**src/hdl/bcpd_pkg.sv**
```systemverilog
// Package for the button click-pattern detector.
// Holds slot and gesture codes, register indexes, reset values and the pattern match.
// No dependencies.
package bcpd_pkg;

  // Number of press slots kept for one gesture.
  localparam int MAX_PRESSES = 3;
  localparam int PATTERN_COUNT = 7;

  // Widths fixed by the item fields and the register map.
  localparam int TIME_W = 32;
  localparam int CFG_W = 16;
  localparam int GESTURE_W = 3;
  localparam int SLOT_IDX_W = 2;
  localparam int PADDR_W = 4;
  localparam int PDATA_W = 32;

  localparam logic [SLOT_IDX_W-1:0] LAST_SLOT = SLOT_IDX_W'(MAX_PRESSES - 1);

  // Class of one press as stored in a slot.
  typedef enum logic [1:0] {
    SLOT_NONE     = 2'd0,
    SLOT_SHORT    = 2'd1,
    SLOT_LONG     = 2'd2,
    SLOT_OVERLONG = 2'd3
  } slot_t;

  // Gesture codes given out with each result item.
  localparam logic [GESTURE_W-1:0] GESTURE_NONE     = 3'd0;
  localparam logic [GESTURE_W-1:0] GESTURE_NO_MATCH = 3'd7;

  // Configuration register indexes.
  typedef enum logic [1:0] {
    REG_SHORT_MIN = 2'd0,
    REG_LONG_MIN  = 2'd1,
    REG_LONG_MAX  = 2'd2,
    REG_IDLE_WAIT = 2'd3
  } reg_idx_t;

  // Register reset values.
  localparam logic [CFG_W-1:0] SHORT_MIN_RST = 16'd10;
  localparam logic [CFG_W-1:0] LONG_MIN_RST  = 16'd800;
  localparam logic [CFG_W-1:0] LONG_MAX_RST  = 16'd2500;
  localparam logic [CFG_W-1:0] IDLE_WAIT_RST = 16'd400;

  typedef slot_t slot_row_t [MAX_PRESSES];

  // Fixed patterns; the position in the list is the gesture code.
  localparam slot_t PATTERNS [PATTERN_COUNT][MAX_PRESSES] = '{
    '{SLOT_NONE,  SLOT_NONE,  SLOT_NONE },
    '{SLOT_SHORT, SLOT_NONE,  SLOT_NONE },
    '{SLOT_SHORT, SLOT_SHORT, SLOT_NONE },
    '{SLOT_SHORT, SLOT_LONG,  SLOT_NONE },
    '{SLOT_SHORT, SLOT_SHORT, SLOT_SHORT},
    '{SLOT_LONG,  SLOT_NONE,  SLOT_NONE },
    '{SLOT_LONG,  SLOT_SHORT, SLOT_NONE }
  };

  // Compares the slots against every pattern; the first match in the list wins.
  function automatic logic [GESTURE_W-1:0] match_slots(input slot_row_t slots);
    logic [GESTURE_W-1:0] code;
    code = GESTURE_NO_MATCH;
    for (int p = PATTERN_COUNT - 1; p >= 0; p--) begin
      if (slots[0] == PATTERNS[p][0] && slots[1] == PATTERNS[p][1] &&
          slots[2] == PATTERNS[p][2]) begin
        code = GESTURE_W'(p);
      end
    end
    return code;
  endfunction

endpackage

```
**src/hdl/bcpd_in_if.sv**
```systemverilog
// Sample channel of the button click-pattern detector: timestamp and raw pin level.
// Depends on bcpd_pkg.
interface bcpd_in_if import bcpd_pkg::*; ();
  logic              valid;
  logic              ready;
  logic [TIME_W-1:0] now_ms;
  logic              level;

  modport source (output valid, now_ms, level, input ready);
  modport sink (input valid, now_ms, level, output ready);
endinterface

```
**src/hdl/bcpd_out_if.sv**
```systemverilog
// Result channel of the button click-pattern detector: gesture code and evaluation flag.
// Depends on bcpd_pkg.
interface bcpd_out_if import bcpd_pkg::*; ();
  logic                 valid;
  logic                 ready;
  logic [GESTURE_W-1:0] gesture;
  logic                 evaluated;

  modport source (output valid, gesture, evaluated, input ready);
  modport sink (input valid, gesture, evaluated, output ready);
endinterface

```
**src/hdl/button_click_pattern_detector_top.sv**
```systemverilog
// Top level of the button click-pattern detector with its APB register port.
// Depends on bcpd_pkg, bcpd_in_if and bcpd_out_if.

// The block takes one sample item per clock cycle while results are taken and
// returns exactly one result item for each, in the cycle after the sample is
// accepted. All the work for a sample (debounce, press timing, classing, idle wait
// and the seven-pattern match) is done combinationally between the state registers
// and the result register, which alone sets the rate, and a sample is still
// accepted in the cycle its waiting result leaves. gesture is 0 whenever
// evaluated is 0. The user must write registers through APB only while no item
// is in flight; the block itself does not enforce it. pready is always high.
module button_click_pattern_detector_top import bcpd_pkg::*; (
  input  logic               clk,
  input  logic               rst,
  bcpd_in_if.sink            samples,
  bcpd_out_if.source         results,
  input  logic               psel,
  input  logic               penable,
  input  logic               pwrite,
  input  logic [PADDR_W-1:0] paddr,
  input  logic [PDATA_W-1:0] pwdata,
  output logic [PDATA_W-1:0] prdata,
  output logic               pready
);

  // Configuration registers.
  logic [CFG_W-1:0] short_min_ms;
  logic [CFG_W-1:0] long_min_ms;
  logic [CFG_W-1:0] long_max_ms;
  logic [CFG_W-1:0] idle_wait_ms;

  // Detector state.
  logic [1:0]            debounce_count;
  logic                  pressed;
  logic [TIME_W-1:0]     press_start;
  slot_row_t             press_slots;
  logic [SLOT_IDX_W-1:0] slot_index;
  logic [TIME_W-1:0]     idle_deadline;

  // Next values.
  logic [1:0]            debounce_count_next;
  logic                  pressed_next;
  logic [TIME_W-1:0]     press_start_next;
  slot_row_t             press_slots_next;
  logic [SLOT_IDX_W-1:0] slot_index_next;
  logic [TIME_W-1:0]     idle_deadline_next;
  logic [GESTURE_W-1:0]  gesture_next;
  logic                  evaluated_next;

  // Working values of one step.
  logic                  low;
  logic                  accept;
  logic [TIME_W-1:0]     dur;
  slot_t                 cls;
  logic [SLOT_IDX_W-1:0] idx;
  logic [SLOT_IDX_W-1:0] idx_adv;
  reg_idx_t              reg_sel;
  logic                  cfg_write;

  // Result register.
  logic                 res_valid;
  logic [GESTURE_W-1:0] res_gesture;
  logic                 res_evaluated;

  assign pready    = 1'b1;
  assign reg_sel   = reg_idx_t'(paddr[PADDR_W-1:2]);
  assign cfg_write = psel && penable && pwrite && pready;

  // Register writes; only the low half of the data word is kept.
  always_ff @(posedge clk) begin
    if (rst) begin
      short_min_ms <= SHORT_MIN_RST;
      long_min_ms  <= LONG_MIN_RST;
      long_max_ms  <= LONG_MAX_RST;
      idle_wait_ms <= IDLE_WAIT_RST;
    end else if (cfg_write) begin
      case (reg_sel)
        REG_SHORT_MIN: short_min_ms <= pwdata[CFG_W-1:0];
        REG_LONG_MIN:  long_min_ms  <= pwdata[CFG_W-1:0];
        REG_LONG_MAX:  long_max_ms  <= pwdata[CFG_W-1:0];
        REG_IDLE_WAIT: idle_wait_ms <= pwdata[CFG_W-1:0];
        default: ;
      endcase
    end
  end

  // Register read-back.
  always_comb begin
    case (reg_sel)
      REG_SHORT_MIN: prdata = PDATA_W'(short_min_ms);
      REG_LONG_MIN:  prdata = PDATA_W'(long_min_ms);
      REG_LONG_MAX:  prdata = PDATA_W'(long_max_ms);
      REG_IDLE_WAIT: prdata = PDATA_W'(idle_wait_ms);
      default:       prdata = '0;
    endcase
  end

  // A sample is taken whenever the result register is free or being emptied.
  assign samples.ready = !res_valid || results.ready;
  assign accept        = samples.valid && samples.ready;
  assign low           = !samples.level;

  // One full step of the detector for the sample on the channel.
  always_comb begin
    debounce_count_next = debounce_count;
    pressed_next        = pressed;
    press_start_next    = press_start;
    press_slots_next    = press_slots;
    slot_index_next     = slot_index;
    idle_deadline_next  = idle_deadline;
    gesture_next        = GESTURE_NONE;
    evaluated_next      = 1'b0;
    dur                 = '0;
    cls                 = SLOT_NONE;

    // Debounce: three low samples fill the counter, the fourth presses.
    if (debounce_count != 2'd3) begin
      debounce_count_next = low ? debounce_count + 2'd1 : 2'd0;
    end else if (low) begin
      pressed_next = 1'b1;
    end else begin
      debounce_count_next = 2'd0;
      pressed_next        = 1'b0;
    end

    // Press timing; a start time of zero means no press is being timed.
    if (pressed_next) begin
      if (press_start == '0) begin
        press_start_next = samples.now_ms;
      end
    end else if (press_start != '0) begin
      dur              = samples.now_ms - press_start;
      press_start_next = '0;
    end

    // Class the press: short, then long, then over-long, else none.
    if (dur >= TIME_W'(short_min_ms) && dur < TIME_W'(long_min_ms)) begin
      cls = SLOT_SHORT;
    end else if (dur >= TIME_W'(long_min_ms) && dur <= TIME_W'(long_max_ms)) begin
      cls = SLOT_LONG;
    end else if (dur > TIME_W'(long_max_ms)) begin
      cls = SLOT_OVERLONG;
    end

    // Store the class; the index stops at the last slot.
    idx     = (slot_index > LAST_SLOT) ? LAST_SLOT : slot_index;
    idx_adv = (cls != SLOT_NONE && idx != LAST_SLOT) ? idx + SLOT_IDX_W'(1) : idx;
    if (dur != '0) begin
      press_slots_next[idx] = cls;
      slot_index_next       = idx_adv;
    end

    // Idle wait after release, then match and clear the slots.
    if (!pressed_next) begin
      if (idle_deadline == '0) begin
        idle_deadline_next = samples.now_ms + TIME_W'(idle_wait_ms);
      end
      if (samples.now_ms > idle_deadline_next) begin
        gesture_next     = match_slots(press_slots_next);
        evaluated_next   = 1'b1;
        press_slots_next = '{default: SLOT_NONE};
        slot_index_next  = '0;
      end
    end else begin
      idle_deadline_next = '0;
    end
  end

  // State registers advance on each accepted sample.
  always_ff @(posedge clk) begin
    if (rst) begin
      debounce_count <= 2'd0;
      pressed        <= 1'b0;
      press_start    <= '0;
      press_slots    <= '{default: SLOT_NONE};
      slot_index     <= '0;
      idle_deadline  <= '0;
    end else if (accept) begin
      debounce_count <= debounce_count_next;
      pressed        <= pressed_next;
      press_start    <= press_start_next;
      press_slots    <= press_slots_next;
      slot_index     <= slot_index_next;
      idle_deadline  <= idle_deadline_next;
    end
  end

  // Result register: loaded on accept, emptied when the sink takes the item.
  always_ff @(posedge clk) begin
    if (rst) begin
      res_valid <= 1'b0;
    end else if (accept) begin
      res_valid <= 1'b1;
    end else if (results.ready) begin
      res_valid <= 1'b0;
    end
  end

  always_ff @(posedge clk) begin
    if (accept) begin
      res_gesture   <= gesture_next;
      res_evaluated <= evaluated_next;
    end
  end

  assign results.valid     = res_valid;
  assign results.gesture   = res_gesture;
  assign results.evaluated = res_evaluated;

endmodule

```
**src/flat_wrapper.sv**
```systemverilog
// flat-port wrapper written by rule: the top's interface ports become plain ports
module button_click_pattern_detector_top_flat import bcpd_pkg::*;
  (clk, rst, psel, penable, pwrite, paddr, pwdata, prdata, pready, samples_valid, samples_now_ms, samples_level, samples_ready, results_valid, results_gesture, results_evaluated, results_ready);
  bcpd_in_if samples_i ();
  bcpd_out_if results_i ();
  input  logic clk;
  input  logic rst;
  input  logic psel;
  input  logic penable;
  input  logic pwrite;
  input  logic [PADDR_W-1:0] paddr;
  input  logic [PDATA_W-1:0] pwdata;
  output logic [PDATA_W-1:0] prdata;
  output logic pready;
  input wire logic [$bits(samples_i.valid)-1:0] samples_valid;
  input wire logic [$bits(samples_i.now_ms)-1:0] samples_now_ms;
  input wire logic [$bits(samples_i.level)-1:0] samples_level;
  output wire logic [$bits(samples_i.ready)-1:0] samples_ready;
  output wire logic [$bits(results_i.valid)-1:0] results_valid;
  output wire logic [$bits(results_i.gesture)-1:0] results_gesture;
  output wire logic [$bits(results_i.evaluated)-1:0] results_evaluated;
  input wire logic [$bits(results_i.ready)-1:0] results_ready;
  assign samples_i.valid = samples_valid;
  assign samples_i.now_ms = samples_now_ms;
  assign samples_i.level = samples_level;
  assign samples_ready = samples_i.ready;
  assign results_valid = results_i.valid;
  assign results_gesture = results_i.gesture;
  assign results_evaluated = results_i.evaluated;
  assign results_i.ready = results_ready;
  button_click_pattern_detector_top u_core (.clk(clk), .rst(rst), .samples(samples_i), .results(results_i), .psel(psel), .penable(penable), .pwrite(pwrite), .paddr(paddr), .pwdata(pwdata), .prdata(prdata), .pready(pready));
endmodule
```
**config.mk**
```make
export PLATFORM = sky130hd
export DESIGN_NAME = button_click_pattern_detector_top_flat
export DESIGN_NICKNAME = d
export VERILOG_FILES = /design/src/hdl/bcpd_pkg.sv /design/src/hdl/bcpd_in_if.sv /design/src/hdl/bcpd_out_if.sv /design/src/hdl/button_click_pattern_detector_top.sv /design/src/flat_wrapper.sv
export SDC_FILE = /design/constraint.sdc
export NUM_CORES = 1
export LEC_CHECK = 0
export BUFFER_PORTS_ARGS = -buffer_cell sky130_fd_sc_hd__buf_2
export CAP_MARGIN = 20
export CORE_MARGIN = 3
export CORE_UTILIZATION = 58
export DETAILED_ROUTE_END_ITERATION = 10
export GPL_TIMING_DRIVEN = 0
export PLACE_DENSITY = 0.77
export RECOVER_POWER = 25
export SLEW_MARGIN = 25
export SYNTH_ARGS = -nofsm -noshare
export SYNTH_HDL_FRONTEND = slang
export SYNTH_SLANG_ARGS = --single-unit
```
**constraint.sdc**
```tcl
create_clock -name clk -period 6.2 [get_ports clk]
set_input_delay 0.31 -clock clk [delete_from_list [all_inputs] [get_ports clk]]
set_output_delay 0.31 -clock clk [all_outputs]
set_load 0.02 [all_outputs]
```
**Word level (Yosys, flattened, before mapping)**

Cells that the tools add are included.

- Add/sub/neg operators: 4
- Order comparisons: 9
- Eq/ne operators: 11
- Muxes and demuxes: 37
- Bitwise gates (word level): 2
- Reduce and logical (&&, ||, !) cells: 43

Operators by type and width:

| operator | count |
|---|---|
| 32-bit 2-to-1 mux | 8 |
| 32-bit one-hot mux with 4 select lines | 1 |
| 32-bit by 16-bit >= comparator with 1-bit output | 2 |
| 32-bit logical NOT | 2 |
| 32-bit nonzero test | 2 |
| 32-bit by 16-bit adder with 32-bit output | 1 |
| 32-bit by 16-bit greater-than comparator with 1-bit output | 1 |
| 32-bit greater-than comparator | 1 |
| 32-bit by 16-bit less-or-equal comparator with 1-bit output | 1 |
| 32-bit by 16-bit < comparator with 1-bit output | 1 |
| 2-bit 2-to-1 mux | 16 |
| 32-bit subtractor | 1 |
| 1-bit logical AND | 20 |
| 6-bit 2-to-1 mux | 3 |
| 2-bit AND reduction | 5 |
| 2-bit by 1-bit == test with 1-bit output (second input constant) | 4 |
| 2-bit == test (second input constant) | 4 |
| 2-bit logical NOT | 4 |
| 2-bit nonzero test | 4 |
| 1-bit 2-to-1 mux | 7 |
| 6-bit bitwise mux | 1 |
| 2-bit inequality test (second input constant) | 3 |
| 6-bit OR reduction | 1 |
| 2-bit by 1-bit adder with 2-bit output (second input constant) | 2 |
| other kinds (11) | 11 |

- Register bits: 144
- Input bits: 76
- Output and inout bits: 39
- Logic and storage cells: 123

**Longest topological paths before layout**

- Word-level depth: 18
- Mapped depth: 28
- Gate-level depth less buffers: 27

**Worst setup path before layout**

No wires, ideal clock.

- Path kind: in2reg
- Start point: input port samples_now_ms[0]
- End point: register u_core.press_slots[3] in the netlist's numbering
- Setup time: 0.070 ns
- Arrival time: 5.088 ns
- Required time: 6.130 ns
- Path slack: 1.042 ns
- Stages: 26
- Buffers on the path: 1
- Path through: ha_1 -> fa_1 -> a21o_1 -> a21oi_1 -> o21bai_1 -> a21oi_1 -> o21bai_1 -> a211o_1 -> a21oi_1 -> o21a_1 -> o211ai_1 -> xnor2_1 -> o31a_1 -> ha_1 -> a21o_1 -> a21o_1 -> a21o_1 -> a21o_1 -> a21o_1 -> a21o_1 -> a21oi_1 -> o21ai_0 -> o21a_1 -> clkbuf_1 -> or3_1 -> a21oi_1

- Longest elaborated chain between the ends: 11
- Elaborated cells on any way between the ends: 22
- Classes of those cells: add/sub: 2; order compare: 6; mux: 11; reduce/logical: 3

RTL lines:

| element | line | text |
|---|---|---|
| start: declaration | flat_wrapper.sv:16 | `input wire logic [$bits(samples_i.now_ms)-1:0] samples_now_ms;` |
| 32-bit subtractor | button_click_pattern_detector_top.sv:132 | `dur = samples.now_ms - press_start;` |
| 32-bit 2-to-1 mux | button_click_pattern_detector_top.sv:131 | `end else if (press_start != '0) begin` |
| 32-bit 2-to-1 mux | button_click_pattern_detector_top.sv:127 | `if (pressed_next) begin` |
| 32-bit by 16-bit greater-than comparator with 1-bit output (tied with other cells) | button_click_pattern_detector_top.sv:141 | `end else if (dur > TIME_W'(long_max_ms)) begin` |
| 2-bit 2-to-1 mux or 1-bit logical AND (tied branches) | button_click_pattern_detector_top.sv:141, button_click_pattern_detector_top.sv:139 |  |
| 2-bit 2-to-1 mux | button_click_pattern_detector_top.sv:139 | `end else if (dur >= TIME_W'(long_min_ms) && dur <= TIME_W'(long_max_ms)) begin` |
| 2-bit 2-to-1 mux | button_click_pattern_detector_top.sv:137 | `if (dur >= TIME_W'(short_min_ms) && dur < TIME_W'(long_min_ms)) begin` |
| 6-bit bitwise mux | button_click_pattern_detector_top.sv:149 | `press_slots_next[idx] = cls;` |
| 6-bit 2-to-1 mux | button_click_pattern_detector_top.sv:148 | `if (dur != '0) begin` |
| 6-bit 2-to-1 mux | button_click_pattern_detector_top.sv:158 | `if (samples.now_ms > idle_deadline_next) begin` |
| 6-bit 2-to-1 mux * | button_click_pattern_detector_top.sv:154 | `if (!pressed_next) begin` |
| end signal: assignment | button_click_pattern_detector_top.sv:182 | `press_slots <= press_slots_next;` |
| end: declaration | button_click_pattern_detector_top.sv:36 | `slot_row_t press_slots;` |

Mark *: on every way between the ends. The rest lies on a longest branch, timed or not. The select of a mux whose other input is x is not followed.
A chain may end at the register's enable or synchronous reset.

**Worst setup path in the final report**

- Start point: register u_core.idle_wait_ms[0]
- End point: register u_core.press_slots[2] in the netlist's numbering

- Longest elaborated chain between the ends: 6

RTL lines:

| element | line | text |
|---|---|---|
| start: declaration | button_click_pattern_detector_top.sv:30 | `logic [CFG_W-1:0] idle_wait_ms;` |
| start signal: assignment | button_click_pattern_detector_top.sv:81 | `REG_IDLE_WAIT: idle_wait_ms <= pwdata[CFG_W-1:0];` |
| 32-bit by 16-bit adder with 32-bit output | button_click_pattern_detector_top.sv:156 | `idle_deadline_next = samples.now_ms + TIME_W'(idle_wait_ms);` |
| 32-bit 2-to-1 mux | button_click_pattern_detector_top.sv:155 | `if (idle_deadline == '0) begin` |
| 32-bit 2-to-1 mux | button_click_pattern_detector_top.sv:154 |  |
| 32-bit greater-than comparator | button_click_pattern_detector_top.sv:158 |  |
| 6-bit 2-to-1 mux | button_click_pattern_detector_top.sv:158 |  |
| 6-bit 2-to-1 mux | button_click_pattern_detector_top.sv:154 |  |

Every way passes these cells. The select of a mux whose other input is x is not followed.

==> results.txt <==
* Outcome: completed
* Layout filler cell count: 1,652
- After global routing the overflow that remains totals 0.
* CTS Hold Buffers Added: 0
- Setup Viol. Count Final: 0
- Area fraction of the dominant cell type after synthesis: 24.7%
- The worst setup path is of the reg2reg kind.
- In this run the power density over the cells is 348 nW/um^2.
* Global router's overall resource usage: 32.4%
- Post-route antenna net violation count: 0
- Global-route wire length before repair: 56.3 mm
* Clk buf depth: 2
- For this run, the number of standard cells in the final layout without fillers is 1,849.
- In this run the tool buffered the top-level ports with 77 buffer cells.
- Summing every instance area after synthesis gives 11,300 sq um.
- Max-slew headroom at the worst pin: 37.2%
- DR DRC count: 0
- Sorting the synthesized cells by area gives the leading types as dfxtp_1 25%, ha_1 14%, a21oi_1 7.4%, nand2_1 6.7%, nor2_1 3.8%.
- Leak Pwr: 5.06 nW
- Number of synthesized register bits: 144
- Synthesis produced 1,464 cells.
* Unrepaired setup endpoints after global routing: no
- Worst setup SP type: flip-flop
* Pre-antenna DRT Iters: 5
- Once the floorplan was initialized, standard cells occupied 59.9% of the core.
- Clock network power share: 23.9%
- The number of global-route vias before repair is 11,000.
* CTS tree: yes
* Proportion of layout cells with a drive suffix above 1: 10.9%
* Pwr Total: 4.43 mW
- Averaged over all synthesized cells, the footprint is 7.75 sq um.
* Number of violations reported at the end of detailed-routing iteration 0: 1,154
- For this design the total switching power over the nets is 1.90 mW.
* Area Growth Syn to Fin: 12.1%
- Required time worst endpoint: 6.55 ns
- Arr. time, crit path: 6.23 ns
- Multi-input gate area in the final layout: 7720 sq um
- Dividing the detail-routed via count by the number of cells gives 6.30.
* EDFF count, synth: 4
* Final worst path period share: 94.8%
- Power share of the sequential group: 25.3%
- Among all flip-flop cells after synthesis, the most frequent one is dfxtp_1.
- Final worst path period need: 5.88 ns
- Worst-Skew Late Latency: 0.44 ns
- The initial antenna violation count came to 0.
- Internal power: 2.53 mW
- After clock tree synthesis, the clock-pin slew on the worst setup and hold paths is 0.06 ns.
- Summing over every cut layer, the via total after detailed routing is 11,600.
- I/O pin count: 115
- X dimension of the die: 146 um
* FFs w/ async S/R, synth: 0%
- GPL Wtd Cong: 0.948
- CTS placed an instance of clkbuf_16 at the clock tree root.
- The core region is 19,000 sq um.
- Portion of the post-synthesis area used by sequential elements: 25.8%
- CTS saw 144 sinks.
- Storage cell area: 2920 sq um
* Number of endpoints with negative hold slack in the final report: 0
- # placed instances: 1,816
- For the pin with the worst max-slew slack, the measured transition is 0.942 ns.
- For this run, the top clock speed supported by timing is 170 MHz.
* Max Transition Viols Final: 0
- Largest fanout of any net on the critical path: 9
- Synthesis warning total: 0
- Counting distinct cell types in the post-synthesis netlist gives 82.
* Net switching share of the total power: 42.8%
- Floorplan row count: 50
* Net count, final: 1,782
* Setup TNS: 0 ns
- In this run, CTS created clock tree buffers numbering 17.
* Largest net degree at the start of global routing: 17
- Proportion of power drawn by combinational gates: 50.9%
* Worst clock skew on the final layout: 0.0117 ns
* HPWL after detailed placement: 27.4 mm
- Die Y-Extent: 146 um
* Biggest area consumer among synthesized cells: dfxtp_1
* Max-cap viol count: 0
* Critical Path Sink Type: flip-flop
* Total number of H-tree levels: 4
- Detail-routed net length per standard cell: 19.2 um
* Most common library cell in the layout ignoring fill and taps: nand2_1
- Peak ir drop on the vdd network: 0.000515 V
- Commonest non-fill, non-tap cells in the layout: 202 x nand2_1, 167 x a21oi_1, 140 x dfxtp_1
- The repair_antennas step left the layout with diodes totalling 0.
- The floorplan step defined a die boundary enclosing 21,300 sq um.
* Total wire length: 35.6 mm
* Min-delay worst type: in2reg
- Post-layout utilization of the core: 67.1%
[stage by stage]
step                      hold WS [ns]  worst slack [ns]  instance area, sq um
after detailed placement         0.446            0.0247                 12100
after CTS                        0.121            0.0365                 12700
after global placement           0.443             0.103                 12100
final                            0.126             0.321                 12700
after global routing             0.133            0.0325                 12700
after floorplan                  0.429              1.04                 11400
[final cells by class]
type | instances | share of cell area (%)
buffer | 82 | 3.06
clock buffer | 19 | 3.40
clock inverter | 13 | 1.18
inverter | 101 | 2.98
multi-input combinational | 1151 | 60.8
sequential | 144 | 23.0
tap | 260 | 2.56
timing repair buffer | 79 | 3.08
[routing by layer]
layer	global-route usage [%]	routed length (um)
met5	0	0
met4	12.9	1240
met3	6.48	3310
met2	48.9	15300
met1	45.6	15700
[power by group through the flow]
| stage | combinational [mW] | clock (mW) | sequential (mW) |
|---|---|---|---|
| floorplan | 1.63 | 0 | 1.12 |
| global placement | 2.12 | 0 | 1.13 |
| detailed placement | 2.17 | 0 | 1.13 |
| CTS | 2.20 | 1.06 | 1.11 |
| global route | 2.51 | 1.10 | 1.13 |
| finish | 2.25 | 1.06 | 1.12 |
[path summary, 6_finish.rpt]
kind,startpoint,to,slack [ns],cells past startpoint
worst max register to register,u_core.idle_wait_ms[0],u_core.press_slots[2],0.32,27
worst min register to register,u_core.press_slots[3],u_core.press_slots[3],0.46,2
worst min-delay path,samples_valid,u_core.results.valid,0.13,3
worst max-delay path,u_core.idle_wait_ms[0],u_core.press_slots[2],0.32,27
[flip-flops by register name, indices dropped and copies added (netlist names)]
name and count:
u_core.slot_index 2, u_core.press_start 32, u_core.press_slots 6, u_core.idle_deadline 32, u_core.results.evaluated 1, u_core.short_min_ms 16
u_core.pressed 1, u_core.long_max_ms 16, u_core.debounce_count 2, u_core.long_min_ms 16, u_core.results.valid 1, u_core.results.gesture 3
u_core.idle_wait_ms 16
[cells by family after synthesis]
| group | after synthesis | share of synthesized area [%] |
|---|---|---|
| other | 2 | 0.0662 |
| adders and majority gates | 131 | 14.6 |
| xor gates and xnor gates | 46 | 3.68 |
| buffers and inverters | 184 | 6.78 |
| muxes | 23 | 3.80 |
| and+or+nand+nor | 518 | 21.7 |
| DFF | 144 | 25.8 |
| AOI/OAI and AO/OA | 416 | 23.6 |
[synth_stat cells (all sizes together) (11+ instances only)]
master and number:
a21o 33, a21oi 168, a22o 12, a22oi 34, and3 11, buf 26, clkbuf 57, dfxtp 140
ha 128, inv 101, mux4 16, nand2 202, nand3 31, nand4 37, nor2 116, nor3 24
nor4 21, o211ai 24, o21a 17, o21ai 53, or2 11, or3 13, xnor2 38
[critical path, stage by stage (launching register included)]
cell and delay, ns:
dfxtp_1 0.33, ha_1 0.21, fa_1 0.41, a21o_1 0.20, a21oi_1 0.24, o21bai_1 0.10
a21oi_1 0.26, o21bai_1 0.13, a211o_1 0.32, a21oi_1 0.22, o21a_1 0.22, o211ai_1 0.09
buf_4 0.19, nand4_1 0.12, xnor2_1 0.17, a21oi_1 0.11, ha_1 0.20, a21o_1 0.17
a21o_1 0.18, a21o_1 0.18, a21o_1 0.18, a21o_1 0.17, a21o_1 0.18, a21oi_1 0.14
o21ai_0 0.13, o21a_1 0.37, or3_1 0.41, a21oi_1 0.15
[repair_timing]
action | 4_1_cts | 5_1_grt
setup endpoints to repair | 0 | 11
resized for setup | 0 | 6
buffers inserted | 0 | 2
Note: power is estimated with default switching activity, not from simulation.
